File: src/sv/vzc_pkg.sv
// Shared constants, codes and control structs for the varint/zig-zag codec.
package vzc_pkg;

  localparam int VALUE_WIDTH = 32;
  localparam int GROUP_BITS  = 7;
  localparam int MAX_GROUPS  = (VALUE_WIDTH + GROUP_BITS - 1) / GROUP_BITS;
  localparam int ACC_WIDTH   = MAX_GROUPS * GROUP_BITS;
  localparam int CNT_WIDTH   = $clog2(MAX_GROUPS);
  localparam int SHAMT_WIDTH = $clog2(ACC_WIDTH);

  // Operation selector carried on in_tuser
  typedef enum logic {
    FUNC_ENCODE = 1'b0,
    FUNC_DECODE = 1'b1
  } func_t;

  // Result kind carried on out_tuser
  typedef enum logic [1:0] {
    KIND_BYTE  = 2'd0,
    KIND_VALUE = 2'd1,
    KIND_ERROR = 2'd2
  } kind_t;

  // Top to encoder
  typedef struct packed {
    logic load;      // take a new value into the shifter
    logic step;      // a byte is emitted this cycle, shift by one group
    logic zigzag;    // map the loaded value to unsigned zig-zag form
  } enc_ctrl_t;

  // Encoder to top
  typedef struct packed {
    logic busy;      // bytes still to emit
    logic more;      // current group is not the final one
  } enc_stat_t;

endpackage

File: src/sv/vzc_enc.sv
// Varint encoder: a value shift register that drops one seven-bit group per byte.
module vzc_enc
  import vzc_pkg::*;
(
  input  logic                   clk,
  input  logic                   rst_n,
  input  enc_ctrl_t              ctrl,
  input  logic [VALUE_WIDTH-1:0] load_value,
  output enc_stat_t              stat,
  output logic [GROUP_BITS-1:0]  grp
);

  logic [VALUE_WIDTH-1:0] sh_r, sh_nxt;
  logic                   busy_r, busy_nxt;
  logic [VALUE_WIDTH-1:0] mapped;
  logic                   more;

  // Zig-zag: shift left, flip all bits for negative values
  always_comb begin
    mapped = load_value;
    if (ctrl.zigzag) begin
      mapped = {load_value[VALUE_WIDTH-2:0], 1'b0} ^ {VALUE_WIDTH{load_value[VALUE_WIDTH-1]}};
    end
  end

  // Groups above the current one still hold set bits
  assign more = |sh_r[VALUE_WIDTH-1:GROUP_BITS];

  always_comb begin
    sh_nxt   = sh_r;
    busy_nxt = busy_r;
    if (ctrl.load) begin
      sh_nxt   = mapped;
      busy_nxt = 1'b1;
    end else if (ctrl.step) begin
      sh_nxt   = sh_r >> GROUP_BITS;
      busy_nxt = more;
    end
  end

  always_ff @(posedge clk) begin
    if (!rst_n) begin
      busy_r <= 1'b0;
    end else begin
      busy_r <= busy_nxt;
    end
  end

  always_ff @(posedge clk) begin
    sh_r <= sh_nxt;
  end

  assign grp       = sh_r[GROUP_BITS-1:0];
  assign stat.busy = busy_r;
  assign stat.more = more;

endmodule

File: src/sv/varint_zigzag_codec.sv
// Top level of the LEB128 varint codec with optional zig-zag mapping.
//
//  channel  dir  tdata                                tuser      tlast
//  in_      in   [31:0] value_in, [39:32] byte_in     func       -
//  out_     out  [7:0] byte_out, [39:8] value_out     kind       last
//  cfg_     in   cfg_wdata: signed_mode               -          -
//
// Encode: the value shifter is loaded, then gives one byte per cycle unless the
// output stalls, so an item gives n bytes (1..5); the shifter drops one seven-bit
// group per byte. Decode: one byte per cycle when not stalled or encoding, into a
// group shift register. Reset is synchronous, active low, and clears the decode
// state and the overflow flag. A stalled output beat holds and blocks new input.
module varint_zigzag_codec
  import vzc_pkg::*;
(
  input  logic        clk,
  input  logic        rst_n,
  // input channel
  input  logic        in_tvalid,
  output logic        in_tready,
  input  logic [39:0] in_tdata,   // [31:0] value_in, [39:32] byte_in
  input  logic        in_tuser,   // [0] func
  // result channel
  output logic        out_tvalid,
  input  logic        out_tready,
  output logic [39:0] out_tdata,  // [7:0] byte_out, [39:8] value_out
  output logic [1:0]  out_tuser,  // [1:0] kind
  output logic        out_tlast,
  // configuration
  input  logic        cfg_we,
  input  logic        cfg_wdata
);

  localparam logic [CNT_WIDTH-1:0] CNT_LAST = CNT_WIDTH'(MAX_GROUPS - 1);

  logic signed_r;

  logic [ACC_WIDTH-1:0]   acc_r, acc_nxt;
  logic [CNT_WIDTH-1:0]   cnt_r, cnt_nxt;
  logic                   ovf_r, ovf_nxt;

  logic                   out_valid_r, out_valid_nxt;
  kind_t                  out_kind_r, out_kind_nxt;
  logic [7:0]             out_byte_r, out_byte_nxt;
  logic [VALUE_WIDTH-1:0] out_value_r, out_value_nxt;
  logic                   out_last_r, out_last_nxt;

  enc_ctrl_t              enc_ctrl;
  enc_stat_t              enc_stat;
  logic [GROUP_BITS-1:0]  enc_grp;

  logic                   slot_free;
  logic                   in_acc;
  func_t                  in_func;
  logic [7:0]             in_byte;

  logic [ACC_WIDTH-1:0]   dec_shifted;
  logic [SHAMT_WIDTH-1:0] dec_shamt;
  logic [ACC_WIDTH-1:0]   dec_aligned;
  logic [VALUE_WIDTH-1:0] dec_u;
  logic [VALUE_WIDTH-1:0] dec_value;

  assign in_func   = func_t'(in_tuser);
  assign in_byte   = in_tdata[39:32];
  assign slot_free = !out_valid_r || out_tready;
  assign in_tready = !enc_stat.busy && slot_free;
  assign in_acc    = in_tvalid && in_tready;

  // Encoder control
  assign enc_ctrl.load   = in_acc && (in_func == FUNC_ENCODE);
  assign enc_ctrl.step   = enc_stat.busy && slot_free;
  assign enc_ctrl.zigzag = signed_r;

  vzc_enc u_enc (
    .clk        (clk),
    .rst_n      (rst_n),
    .ctrl       (enc_ctrl),
    .load_value (in_tdata[VALUE_WIDTH-1:0]),
    .stat       (enc_stat),
    .grp        (enc_grp)
  );

  // Decode datapath: new group enters at the top, then align by group count
  assign dec_shifted = {in_byte[GROUP_BITS-1:0], acc_r[ACC_WIDTH-1:GROUP_BITS]};
  assign dec_shamt   = SHAMT_WIDTH'((CNT_LAST - cnt_r) * GROUP_BITS);
  assign dec_aligned = dec_shifted >> dec_shamt;
  assign dec_u       = dec_aligned[VALUE_WIDTH-1:0];

  always_comb begin
    dec_value = dec_u;
    if (signed_r) begin
      dec_value = (dec_u >> 1) ^ {VALUE_WIDTH{dec_u[0]}};
    end
  end

  // Decode state and output register
  always_comb begin
    acc_nxt       = acc_r;
    cnt_nxt       = cnt_r;
    ovf_nxt       = ovf_r;
    out_valid_nxt = out_valid_r && !out_tready;
    out_kind_nxt  = out_kind_r;
    out_byte_nxt  = out_byte_r;
    out_value_nxt = out_value_r;
    out_last_nxt  = out_last_r;

    if (enc_ctrl.step) begin
      out_valid_nxt = 1'b1;
      out_kind_nxt  = KIND_BYTE;
      out_byte_nxt  = {enc_stat.more, enc_grp};
      out_value_nxt = '0;
      out_last_nxt  = !enc_stat.more;
    end else if (in_acc && (in_func == FUNC_DECODE)) begin
      if (ovf_r) begin
        // sticky error: state untouched
        out_valid_nxt = 1'b1;
        out_kind_nxt  = KIND_ERROR;
        out_byte_nxt  = '0;
        out_value_nxt = '1;
        out_last_nxt  = 1'b1;
      end else if (!in_byte[7]) begin
        acc_nxt       = dec_shifted;
        cnt_nxt       = '0;
        out_valid_nxt = 1'b1;
        out_kind_nxt  = KIND_VALUE;
        out_byte_nxt  = '0;
        out_value_nxt = dec_value;
        out_last_nxt  = 1'b1;
      end else if (cnt_r == CNT_LAST) begin
        // continuation on the final group position
        ovf_nxt       = 1'b1;
        cnt_nxt       = '0;
        out_valid_nxt = 1'b1;
        out_kind_nxt  = KIND_ERROR;
        out_byte_nxt  = '0;
        out_value_nxt = '1;
        out_last_nxt  = 1'b1;
      end else begin
        acc_nxt = dec_shifted;
        cnt_nxt = cnt_r + 1'b1;
      end
    end
  end

  always_ff @(posedge clk) begin
    if (!rst_n) begin
      signed_r    <= 1'b0;
      cnt_r       <= '0;
      ovf_r       <= 1'b0;
      out_valid_r <= 1'b0;
    end else begin
      if (cfg_we) begin
        signed_r <= cfg_wdata;
      end
      cnt_r       <= cnt_nxt;
      ovf_r       <= ovf_nxt;
      out_valid_r <= out_valid_nxt;
    end
  end

  always_ff @(posedge clk) begin
    acc_r       <= acc_nxt;
    out_kind_r  <= out_kind_nxt;
    out_byte_r  <= out_byte_nxt;
    out_value_r <= out_value_nxt;
    out_last_r  <= out_last_nxt;
  end

  assign out_tvalid = out_valid_r;
  assign out_tdata  = {out_value_r, out_byte_r};
  assign out_tuser  = out_kind_r;
  assign out_tlast  = out_last_r;

  // Checks
  a_no_take_while_encoding: assert property (@(posedge clk) disable iff (!rst_n)
    enc_stat.busy |-> !in_tready)
    else $error("input taken while encoder busy");

  a_error_beat: assert property (@(posedge clk) disable iff (!rst_n)
    (out_valid_r && (out_kind_r == KIND_ERROR)) |-> (out_value_r == '1) && out_last_r)
    else $error("error beat without all-ones value or last");

  a_overflow_sticky: assert property (@(posedge clk) disable iff (!rst_n)
    ovf_r |=> ovf_r)
    else $error("overflow flag cleared without reset");

  a_group_count_range: assert property (@(posedge clk) disable iff (!rst_n)
    cnt_r <= CNT_LAST)
    else $error("group count beyond last group");

  a_byte_last_more: assert property (@(posedge clk) disable iff (!rst_n)
    (out_valid_r && (out_kind_r == KIND_BYTE)) |-> (out_last_r != out_byte_r[7]))
    else $error("encoded byte continuation bit disagrees with last");

endmodule

File: config.mk
export PLATFORM = sky130hd
export DESIGN_NAME = varint_zigzag_codec
export DESIGN_NICKNAME = d
export VERILOG_FILES = /design/src/sv/vzc_pkg.sv /design/src/sv/vzc_enc.sv /design/src/sv/varint_zigzag_codec.sv
export SDC_FILE = /design/constraint.sdc
export NUM_CORES = 1
export LEC_CHECK = 0
export ABC_AREA = 1
export BUFFER_PORTS_ARGS = -buffer_cell sky130_fd_sc_hd__buf_4
export CAP_MARGIN = 0
export CELL_PAD_IN_SITES_DETAIL_PLACEMENT = 1
export CELL_PAD_IN_SITES_GLOBAL_PLACEMENT = 1
export CORE_AREA = 2 2 155 157
export CTS_CLUSTER_SIZE = 40
export DETAILED_ROUTE_END_ITERATION = 10
export DIE_AREA = 0 0 157 159
export GPL_ROUTABILITY_DRIVEN = 0
export MAX_ROUTING_LAYER = met4
export PLACE_DENSITY_LB_ADDON = 0.1
export SLEW_MARGIN = 20
export SYNTH_ARGS = -nofsm -noshare
export SYNTH_HDL_FRONTEND = slang
export SYNTH_HIERARCHICAL = 1
export SYNTH_SLANG_ARGS = --single-unit
File: constraint.sdc
create_clock -name clk -period 5.35 [get_ports clk]
set_input_delay 0.2675 -clock clk [delete_from_list [all_inputs] [get_ports clk]]
set_output_delay 0.2675 -clock clk [all_outputs]
set_load 0.02 [all_outputs]
==> impl_metrics.csv <==
group,metric,value,unit
global_route,grt_pass1_wl,42.97,mm
setup_path,critPathRequiredTime,5.61,ns
logic_synthesis,netlist.area_leader.share,0.2571,
cells_and_area,postLayoutCellArea,9001,um2
power,leakagePower,4.173,nW
detailed_routing,postRouteAntennaNets,0,
timing,setup_viol,0,
die,die-area,24960,um2
die,die_w,157,um
global_route,gr-total-overflow,0,
timing,fin_tns_setup,0,ns
logic_synthesis,yosys.cell_types.count,40,
detailed_routing,route.detailed.drc,0,
logic_synthesis,ys_ff_latch,110,
logic_synthesis,synth_most_common_cell,"nand2_1",
cells_and_area,drive_above_1_share,0.1545,
clock_tree,clk_latency,0.37,ns
cells_and_area,antenna_cells,0,
power,p_per_area,342.2,nW/um2
setup_path,cp_max_fo,31,
placement,place_area,8686,um2
logic_synthesis,avgSynthCellArea,6.847,um2
timing,rsz0062_at_grt,"false",
setup_path,critPathLaunch,"cnt_r[1]",
timing,slew_headroom,0.2917,
clock_tree,cts_tree,"yes",
run_status,status,"complete, no violations",
die,boundaryPins,92,
placement,dp_hpwl,19.17,mm
worst_hold_path,hold_class,"in2reg",
worst_hold_path,hold_path_depth,1,
logic_synthesis,synth_nets,1234,
logic_synthesis,synth_seq_area_share,0.3590,
logic_synthesis,synth-compound-area-share,0.1298,
setup_path,worstPathCellList,"inv_1 > ha_1 > nand2_2 > inv_2 > nor2_4 > ha_1 > ha_1 > nand2_1 > inv_1 > o21ai_0 > nand2_2 > nor2_1 > nand3_2 > nand3_2 > nand2_1 > nand3_1 > a21oi_1",
timing,fin_hold_ws,0.09374,ns
global_route,grt_max_degree,77,
clock_tree,cts_setup_buffers,0,
cells_and_area,multi_input_area,4161,um2
die,fp.dieH,159,um
cells_and_area,fillers,2968,
logic_synthesis,synthMuxAreaShare,0,
cells_and_area,seq_area,2894,um2
clock_tree,ctsResizeCount,0,
logic_synthesis,netlist_area,8059,um2
detailed_routing,dr.pass1.iters,4,
power,vdd_ir_drop_max,179.5,uV
timing,max_freq,246.1,MHz
setup_path,r2r-end,"out_value_r[21]",
timing,tightestPinTransition,1.056,ns
global_route,grt_usage,0.2233,
clock_tree,cts.htree.levels,3,
clock_tree,cts_made_buffers,9,
setup_path,critPathCaptureType,"flip-flop",
logic_synthesis,syn_inst,1177,
logic_synthesis,yosys_warnings,6,
die,core_area,23190,um2
clock_tree,cts_buffer_depth,2,
setup_path,crit_top_cell,"ha_1",
logic_synthesis,synthArstFlopShare,0,
detailed_routing,vias,7822,
clock_tree,ctsHoldBuffers,0,
logic_synthesis,synthAdderAreaFrac,0.01553,
setup_path,crit_path_start_kind,"flip-flop",
setup_path,critPathSlowestCell,"nor2_1",
detailed_routing,drt_iter0_drc,433,
die,initial_core_util,0.3475,
setup_path,critPathTopFamily,"simple AND/OR/NAND/NOR gates",
logic_synthesis,ys.flop_type,"edfxtp_1",
clock_tree,root_buffer,"clkbuf_16",
setup_path,max_stage_delay,0.66,ns
cells_and_area,finalNetCount,1269,
setup_path,cp.depth,17,
cells_and_area,utilization,0.3881,
global_route,antenna_found_initial,0,
flow_run,drv_cap,0,
logic_synthesis,synth_top_family_by_area,"simple AND/OR/NAND/NOR gates",
cells_and_area,syn_to_final_growth,11.69,%
setup_path,endpoint,"out_value_r[21]",
logic_synthesis,synthXorXnorAreaFrac,0.01413,
logic_synthesis,synthTopCellsByArea,"edfxtp_1, nand2_1, nand3_1",
timing,drv_slew,0,
setup_path,r2r_slack,1.29,ns
logic_synthesis,yosys-top-cells-count,"nand2_1, nand3_1, inv_1",
global_route,grt_pass1_vias,7817,
die,num_rows,56,
placement,portBuffers,91,
logic_synthesis,yosys.area_share.simple,0.3560,
setup_path,path_class,"reg2reg",
detailed_routing,wirelength,26.70,mm
setup_path,arrival,4.32,ns
setup_path,r2r-start,"cnt_r[1]",
logic_synthesis,synth-edff-count,69,
timing,hold_viol,0,
setup_path,ff2ff_path_depth,17,
timing,period_needed,4.064,ns
detailed_routing,avgRoutedWirePerCell,17.39,um
logic_synthesis,synth_top_area_cell,"edfxtp_1",
setup_path,path_buf_inv,3,
clock_tree,clk_pin_slew,0.09,ns
detailed_routing,avgViaCountPerCell,5.092,
timing,post-route-period-util,0.7596,
clock_tree,clkSinkCount,110,
timing,fin_skew,0.01503,ns
cell families after synthesis:
logic type,count (synthesis)
and+or+nand+nor,650
buffers and inverters,199
DFF,110
AOI/OAI and AO/OA,195
adders and majority gates,10
xor gates and xnor gates,13
worst reg2reg max path, stage by stage, from the launching register on:
cell	delay [ns]
dfxtp_1	0.38
inv_1	0.07
ha_1	0.44
nand2_2	0.15
inv_2	0.12
nor2_4	0.04
ha_1	0.19
ha_1	0.32
nand2_1	0.07
inv_1	0.04
o21ai_0	0.20
nand2_2	0.21
nor2_1	0.67
nand3_2	0.17
nand3_2	0.55
nand2_1	0.14
nand3_1	0.13
a21oi_1	0.08
sequential cells by signal (all words and copies together), names as in the netlist, 2 cells and up:
register     count
acc_r           28
out_byte_r       8
out_tuser        2
out_value_r     32
u_enc/sh_r      32
cnt_r            3
worst min-delay path by stage:
stage	startpoint	to	slack [ns]
floorplan	in_tdata[32]	acc_r[28]	0.37
CTS	in_tdata[37]	acc_r[33]	0.09
global placement	acc_r[22]	acc_r[15]	0.44
finish	in_tdata[37]	acc_r[33]	0.09
detailed placement	acc_r[22]	acc_r[15]	0.45
global route	in_tdata[37]	acc_r[33]	0.09
report_power, final:
| part | total [W] | switching, W | internal (W) |
|---|---|---|---|
| Combinational | 0.00124 | 0.000857 | 0.000384 |
| Sequential | 0.00109 | 0.0000550 | 0.00104 |
| Clock | 0.000749 | 0.000387 | 0.000363 |
through the flow:
step,total power [W],setup slack (ns),std cells
2_1_floorplan,0.002007,1.551,1177
3_3_place_gp,0.002332,1.453,1520
3_5_place_dp,0.002348,1.251,1520
4_1_cts,0.003094,1.223,1536
5_1_grt,0.003285,0.8812,1536
6_report,0.003080,1.286,1536
layout make-up:
type                    count  area share
clock buffers              10     0.02780
well taps                 319     0.04434
repair buffers            105     0.08757
multi-input cells         868      0.4623
inverters                 118     0.04921
clock inverters             6    0.007228
flip-flops and latches    110      0.3215
layer usage:
layer  GRT usage  part of all wire  up-vias
met5           -                 0        -
met4     0.04921             0.014        0
met3     0.02123             0.027       23
met2      0.3331              0.44      125
met1      0.3272              0.51     3763
li1            -                 -     3911
cell usage in the layout, fill, tap and decap left out, drive strengths merged, types with 6 or more instances in the layout:
cell	netlist	final
xor2	12	12
o21ai	84	84
nor2	78	78
dfxtp	41	41
buf	62	105
edfxtp	69	69
o211ai	6	6
nand3	184	184
inv	118	122
ha	10	10
a21oi	101	101
nand2	361	361
clkbuf	19	10
or2	13	13
nand4	8	8
(Power assumes the default switching activity.)
